==> src/rtl/core/scc_pkg.sv <==
`timescale 1ns / 1ps
// ----------------------------------------------------------------------------
// SCTP CRC32c packet check package
// Constants, state type and the per-byte CRC32c update shared by the core.
// ----------------------------------------------------------------------------
package scc_pkg;

    localparam logic [31:0] CRC_POLY     = 32'h82F6_3B78;
    localparam logic [31:0] CRC_ALL_ONES = 32'hFFFF_FFFF;
    localparam logic [3:0]  HEADER_BYTES = 4'd12;
    localparam logic [3:0]  FIELD_FIRST  = 4'd8;

    typedef struct packed {
        logic [31:0] crc;
        logic [3:0]  pos;
        logic [31:0] claimed;
    } t_state;

    localparam t_state STATE_RESET = '{crc: CRC_ALL_ONES, pos: 4'd0, claimed: 32'd0};

    // Reflected CRC32c over one byte, eight bit steps.
    function automatic logic [31:0] crc_byte(input logic [31:0] crc_in,
                                             input logic [7:0]  data);
        logic [31:0] c;
        c = crc_in ^ {24'd0, data};
        for (int k = 0; k < 8; k++) begin
            c = c[0] ? ((c >> 1) ^ CRC_POLY) : (c >> 1);
        end
        return c;
    endfunction

endpackage

==> src/rtl/core/scc_if.sv <==
`timescale 1ns / 1ps
// ----------------------------------------------------------------------------
// SCTP CRC32c packet check channels
// Valid/ready channels for datagram bytes in and check results out.
// ----------------------------------------------------------------------------
interface scc_in_if;
    logic       valid;
    logic       ready;
    logic [7:0] data_byte;
    logic       last_byte;

    modport source (output valid, output data_byte, output last_byte, input ready);
    modport sink   (input valid, input data_byte, input last_byte, output ready);
endinterface

interface scc_out_if;
    logic        valid;
    logic        ready;
    logic [31:0] computed_checksum;
    logic        checksum_match;
    logic        too_short;

    modport source (output valid, output computed_checksum, output checksum_match,
                    output too_short, input ready);
    modport sink   (input valid, input computed_checksum, input checksum_match,
                    input too_short, output ready);
endinterface

==> src/rtl/core/sctp_crc32c_packet_check_core.sv <==
`timescale 1ns / 1ps
// An accepted final byte passes the byte register, then the result register.
// Throughput: one byte word per cycle unless a held result stalls a final
// byte in the byte register; the CRC step is one unrolled byte update.
// Reset (synchronous, active low) clears the CRC to all ones, the byte count
// and the claimed checksum, and empties both registers.
// ----------------------------------------------------------------------------
// SCTP CRC32c packet check core
// Checks the CRC32c of an SCTP datagram streamed one byte per word.
// ----------------------------------------------------------------------------
module sctp_crc32c_packet_check_core (
    input  logic      i_clk,
    input  logic      i_rst_n,
    scc_in_if.sink    i_in,
    scc_out_if.source o_out
);

    logic            r_s1_valid;
    logic [7:0]      r_s1_data;
    logic            r_s1_last;
    scc_pkg::t_state r_state;
    logic            r_out_valid;
    logic [31:0]     r_out_crc;
    logic            r_out_match;
    logic            r_out_short;

    scc_pkg::t_state n_state;
    logic [31:0]     n_out_crc;
    logic            n_out_match;
    logic            n_out_short;
    logic            out_free;
    logic            s1_advance;

    scc_step u_step (
        .i_state             (r_state),
        .i_data_byte         (r_s1_data),
        .i_last_byte         (r_s1_last),
        .o_state             (n_state),
        .o_computed_checksum (n_out_crc),
        .o_checksum_match    (n_out_match),
        .o_too_short         (n_out_short)
    );

    assign out_free   = !r_out_valid || o_out.ready;
    // Hold a final byte while the previous result waits.
    assign s1_advance = r_s1_valid && (!r_s1_last || out_free);
    assign i_in.ready = !r_s1_valid || s1_advance;

    always_ff @(posedge i_clk) begin
        if (!i_rst_n) begin
            r_s1_valid <= 1'b0;
            r_state    <= scc_pkg::STATE_RESET;
        end else begin
            if (i_in.ready) begin
                r_s1_valid <= i_in.valid;
            end
            if (s1_advance) begin
                r_state <= n_state;
            end
        end
    end

    always_ff @(posedge i_clk) begin
        if (i_in.ready && i_in.valid) begin
            r_s1_data <= i_in.data_byte;
            r_s1_last <= i_in.last_byte;
        end
    end

    always_ff @(posedge i_clk) begin
        if (!i_rst_n) begin
            r_out_valid <= 1'b0;
        end else if (s1_advance && r_s1_last) begin
            r_out_valid <= 1'b1;
        end else if (o_out.ready) begin
            r_out_valid <= 1'b0;
        end
    end

    always_ff @(posedge i_clk) begin
        if (s1_advance && r_s1_last) begin
            r_out_crc   <= n_out_crc;
            r_out_match <= n_out_match;
            r_out_short <= n_out_short;
        end
    end

    assign o_out.valid             = r_out_valid;
    assign o_out.computed_checksum = r_out_crc;
    assign o_out.checksum_match    = r_out_match;
    assign o_out.too_short         = r_out_short;

endmodule

==> src/rtl/core/scc_step.sv <==
`timescale 1ns / 1ps
// ----------------------------------------------------------------------------
// SCTP CRC32c byte step
// Folds one datagram byte into the running state and forms the result fields.
// ----------------------------------------------------------------------------
module scc_step (
    input  scc_pkg::t_state i_state,
    input  logic [7:0]      i_data_byte,
    input  logic            i_last_byte,
    output scc_pkg::t_state o_state,
    output logic [31:0]     o_computed_checksum,
    output logic            o_checksum_match,
    output logic            o_too_short
);

    logic        in_field;
    logic [7:0]  fed;
    logic [31:0] crc_next;
    logic [3:0]  pos_next;
    logic [31:0] claimed_next;

    assign in_field = (i_state.pos >= scc_pkg::FIELD_FIRST)
                   && (i_state.pos < scc_pkg::HEADER_BYTES);
    // Checksum field enters the CRC as zero.
    assign fed      = in_field ? 8'd0 : i_data_byte;
    assign crc_next = scc_pkg::crc_byte(i_state.crc, fed);
    assign pos_next = (i_state.pos < scc_pkg::HEADER_BYTES) ? i_state.pos + 4'd1
                                                            : i_state.pos;

    always_comb begin
        claimed_next = i_state.claimed;
        if (in_field) begin
            case (i_state.pos[1:0])
                2'd0:    claimed_next[7:0]   = i_data_byte;
                2'd1:    claimed_next[15:8]  = i_data_byte;
                2'd2:    claimed_next[23:16] = i_data_byte;
                2'd3:    claimed_next[31:24] = i_data_byte;
                default: claimed_next        = i_state.claimed;
            endcase
        end
    end

    assign o_computed_checksum = crc_next ^ scc_pkg::CRC_ALL_ONES;
    assign o_too_short         = pos_next < scc_pkg::HEADER_BYTES;
    assign o_checksum_match    = !o_too_short && (o_computed_checksum == claimed_next);

    // Return to reset after the final byte.
    always_comb begin
        if (i_last_byte) begin
            o_state = scc_pkg::STATE_RESET;
        end else begin
            o_state.crc     = crc_next;
            o_state.pos     = pos_next;
            o_state.claimed = claimed_next;
        end
    end

endmodule
==> src/flat_wrapper.sv <==
// flat-port wrapper written by rule: the top's interface ports become plain ports
module sctp_crc32c_packet_check_core_flat 
  (i_clk, i_rst_n, i_in_valid, i_in_data_byte, i_in_last_byte, i_in_ready, o_out_valid, o_out_computed_checksum, o_out_checksum_match, o_out_too_short, o_out_ready);
  scc_in_if i_in_i ();
  scc_out_if o_out_i ();
  input  logic i_clk;
  input  logic i_rst_n;
  input wire logic [$bits(i_in_i.valid)-1:0] i_in_valid;
  input wire logic [$bits(i_in_i.data_byte)-1:0] i_in_data_byte;
  input wire logic [$bits(i_in_i.last_byte)-1:0] i_in_last_byte;
  output wire logic [$bits(i_in_i.ready)-1:0] i_in_ready;
  output wire logic [$bits(o_out_i.valid)-1:0] o_out_valid;
  output wire logic [$bits(o_out_i.computed_checksum)-1:0] o_out_computed_checksum;
  output wire logic [$bits(o_out_i.checksum_match)-1:0] o_out_checksum_match;
  output wire logic [$bits(o_out_i.too_short)-1:0] o_out_too_short;
  input wire logic [$bits(o_out_i.ready)-1:0] o_out_ready;
  assign i_in_i.valid = i_in_valid;
  assign i_in_i.data_byte = i_in_data_byte;
  assign i_in_i.last_byte = i_in_last_byte;
  assign i_in_ready = i_in_i.ready;
  assign o_out_valid = o_out_i.valid;
  assign o_out_computed_checksum = o_out_i.computed_checksum;
  assign o_out_checksum_match = o_out_i.checksum_match;
  assign o_out_too_short = o_out_i.too_short;
  assign o_out_i.ready = o_out_ready;
  sctp_crc32c_packet_check_core u_core (.i_clk(i_clk), .i_rst_n(i_rst_n), .i_in(i_in_i), .o_out(o_out_i));
endmodule
==> config.mk <==
export PLATFORM = sky130hd
export DESIGN_NAME = sctp_crc32c_packet_check_core_flat
export DESIGN_NICKNAME = d
export VERILOG_FILES = /design/src/rtl/core/scc_pkg.sv /design/src/rtl/core/scc_if.sv /design/src/rtl/core/sctp_crc32c_packet_check_core.sv /design/src/rtl/core/scc_step.sv /design/src/flat_wrapper.sv
export SDC_FILE = /design/constraint.sdc
export NUM_CORES = 1
export LEC_CHECK = 0
export ABC_AREA = 1
export BUFFER_PORTS_ARGS = -buffer_cell sky130_fd_sc_hd__buf_2
export CAP_MARGIN = 10
export CORE_ASPECT_RATIO = 0.9
export CORE_MARGIN = 3
export CORE_UTILIZATION = 55
export DETAILED_ROUTE_END_ITERATION = 16
export PLACE_DENSITY = 0.77
export SYNTH_ARGS = -nofsm -noshare
export SYNTH_HDL_FRONTEND = slang
export SYNTH_SLANG_ARGS = --single-unit
==> constraint.sdc <==
create_clock -name i_clk -period 2.15 [get_ports i_clk]
set_input_delay 0.3225 -clock i_clk [delete_from_list [all_inputs] [get_ports i_clk]]
set_output_delay 0.3225 -clock i_clk [all_outputs]
set_load 0.02 [all_outputs]
==> results.md <==
- Status: complete, but fails checks
- Failing checks: setup timing
- Adder-cell share of the synthesized area: 0.00716
- I/O Buffers: 48
- Seq cells post-synth: ~110
- FFs w/ async S/R, synth: 0
- IO Count: approximately 50
- Clk sinks: 113
- Worst Setup Start Kind: flip-flop
- WL per Instance: about 17 um
- Die Span Y: around 110 um
- Skew final: approximately 0.0078 ns
- Netlist cell types: 25
- Setup WS post-layout: -0.395 ns
- Core area: between 10000 and 15000 sq um
- Post-synthesis compound-gate area fraction: 0.0952
- Synth Cell Area: 6990 sq um
- Post-synth top area share: 0.232
- Max stage delay on crit path: roughly 0.33 ns
- Starting Density: 0.572
- First DRT Iteration DRCs: 876
- Largest net degree at the start of global routing: 60
- P per Cell Area: between 800 and 900 nW/um^2
- Maximum vdd drop: between 0.7 and 0.8 mV
- Max transition margin: 0.594
- FF-to-FF setup slack: -0.39 ns
- Worst r2r src: u_core.r_state[34]$_SDFFE_PN0P_
- Total wire length: 24200 um
- Post-Place Setup Slack: -0.378 ns
- Die X: about 120 um
- Initial antenna violation count: 0
- Clock slew at reported path FFs: 0.05 ns
- Hold_sp: i_in_data_byte[5]
- Final period utilization: 1.18
- Post-synth top cells: 433 x nand2_1, 119 x inv_1, 108 x nand3_1
- Crit path max-delay family: simple AND/OR/NAND/NOR gates
- Post-DP HPWL: about 16000 um
- WHS: 0.0692 ns
- Crit path buf inv count: 4
- Vias in the first global route: approximately 7000
- Critical Path AT: between 2 and 3 ns
- Tmin final: between 2 and 3 ns
- Post-route ant nets: 0
- Total grt overflow: 0
- RSZ-0062 raised after global routing: yes
- Hold EP: u_core.r_s1_data[5]$_DFFE_PP_
- Antenna diodes: 0
- Clk buf depth: 2
- Slew @ Worst Pin: approximately 0.61 ns
- Post-Synthesis Cells: about 1100
- Die footprint: between 10000 and 15000 sq um
- Critical path's slowest cell: dfxtp_2
- Finish-stage setup viols: 24
- Post-synthesis mux area share: 0
- R2R depth: 21
- Placed Instances: approximately 1400
- Post-CTS Hold Buffers: 0
- HP Class: in -> reg
- Largest family of logic cells by synthesized area: simple AND/OR/NAND/NOR gates
- Leakage power: between 5 and 6 nW
- Max-cap check violation count: 0
- GRT Total Usage: 0.318
- Root buf cell: clkbuf_16
- Seq/Total Area, Yosys: 0.385
- Crit-path cells: inv_4 > nand2_8 > buf_12 > nand2_1 > nand2_1 > nand2_2 > inv_2 > nand2_2 > nand2_4 > buf_4 > nand2_1 > nand2_1 > nand2_2 > nand3_1 > nand2_1 > nand2_1 > nand2_2 > nand3_1 > nor2_1 > nand3_1 > nor2_1
- Final core utilization: 0.811
- CP Class: reg -> reg
- Synth Area in Simple Gates: 0.392
- Num CTS Buffers: 17
- Post-synth EDFFs: 43
- Final hold vios: 0
- Most common flop cell mapped by yosys: dfxtp_1
- Share of layout cells above drive strength 1: 0.329
- Fmax: slightly below 400 MHz
- Std cell rows: 38
- First-pass GRT wire length: 35300 um
- Largest area contributor in the netlist: nand2_1
- Leading cell type by number of instances after synthesis: nand2_1
- Syn nets: 1070
- Crit end category: flip-flop
- Main area contributors after synthesis: nand2_1 23%, dfxtp_1 20%, edfxtp_1 18%
- Area delta synth->final: 41.7%
- Worst Path Required: approximately 2.4 ns
- # nets final: between 1000 and 1500
- Global placer's final weighted congestion: between 0.9 and 1
- CP dominant cell by count: nand2_1
- DR vias: 8059
- Via density: 5.54
- Clk_lat worst skew: 0.43 ns
- Synthesis Warnings: 0
- Cell Count, Final, Fillers Out: 1455
- First-pass detailed-route iteration total: 6
- Total Power: approximately 8.5 mW
- H-Tree Level Count: 4
- Hold Crit Depth: 1
- Reg-to-Reg End: u_core.o_out.checksum_match$_DFFE_PP_
- Pins Over Slew Limit: 0
- Synth Area per Inst: ~6.6 sq um
- DRC: 0
- Crit-path max FO: 7
- CTS tree: done
- Post-Synth XOR/XNOR Area: 0.0197
## logic make-up (layout without fill, tap and decap cells)
group / after synthesis / count (layout)
and+or+nand+nor: 628 / 630
buffers and inverters: 161 / 401
AOI/OAI and AO/OA: 133 / 133
DFF: 113 / 113
xor gates and xnor gates: 14 / 14
adders and majority gates: 4 / 4
## layout by cell type (no fill, tap or decap), types with 5 or more instances in the layout
master	n
nand2_1	375
buf_4	186
inv_1	116
nand3_1	94
a21oi_1	69
nand2_2	68
dfxtp_1	68
o21ai_0	56
buf_2	48
edfxtp_1	43
nand2_4	32
nand3_2	18
clkbuf_16	18
nor2_1	16
nand2_8	8
o21ai_1	8
buf_6	8
xor2_1	6
xor2_2	6
nand4_1	5
## layout make-up
| type | count | area [sq um] |
|---|---|---|
| multi-input cells | 781 | 4130 |
| well taps | 160 | 200 |
| clock inverters | 11 | 136 |
| clock buffers | 21 | 460 |
| inverters | 123 | 469 |
| flip-flops and latches | 113 | 2700 |
| repair buffers | 246 | 1810 |
| fillers | 819 | 2310 |
## sequential cells by signal (all words and copies together) (netlist names)
signal                          cells
u_core.r_s1_data                    8
u_core.o_out.computed_checksum     32
u_core.r_state                     68
u_core.r_s1_last                    1
u_core.r_s1_valid                   1
u_core.o_out.too_short              1
u_core.o_out.checksum_match         1
u_core.o_out.valid                  1
## power by group
part           internal, mW  switching [mW]
sequential             2.40          0.0944
combinational          1.28            1.89
clock                  1.87           0.999
total                  5.54            2.98
## layer usage
layer  vias to the layer above  track usage  routed length [um]
met2                       477        0.524               11100
met4                         0        0.161                1270
li1                       3808            -                   -
met5                         -            0                   0
met1                      3664        0.393                9510
met3                       110       0.0774                2290
## timing repair
action                                  CTS  global route
gates cloned                              1             2
endpoints found under the setup margin   32            41
pin swaps                                 4            17
gates resized for setup                  36           103
setup buffers                            10            17
## how the worst max path moves through the flow
stage	startpoint	end	slack (ns)	cells past startpoint
floorplan	u_core.r_state[34]$_SDFFE_PN0P_	u_core.o_out.checksum_match$_DFFE_PP_	0.0007	22
global placement	u_core.r_state[34]$_SDFFE_PN0P_	u_core.o_out.checksum_match$_DFFE_PP_	-0.37	21
detailed placement	u_core.r_state[34]$_SDFFE_PN0P_	u_core.o_out.checksum_match$_DFFE_PP_	-0.38	21
CTS	u_core.r_state[34]$_SDFFE_PN0P_	u_core.o_out.checksum_match$_DFFE_PP_	-0.27	21
global route	u_core.r_state[34]$_SDFFE_PN0P_	u_core.o_out.checksum_match$_DFFE_PP_	-0.50	21
finish	u_core.r_state[34]$_SDFFE_PN0P_	u_core.o_out.checksum_match$_DFFE_PP_	-0.39	21
## stage by stage
step | TNS [ns] | cell area [sq um]
finish | -2.64 | 9910
global route | -5.22 | 9910
CTS | -0.790 | 9350
detailed placement | -3.32 | 8530
global placement | -2.17 | 8530
floorplan | 0 | 7020
Note: power is estimated with default switching activity, not from simulation.
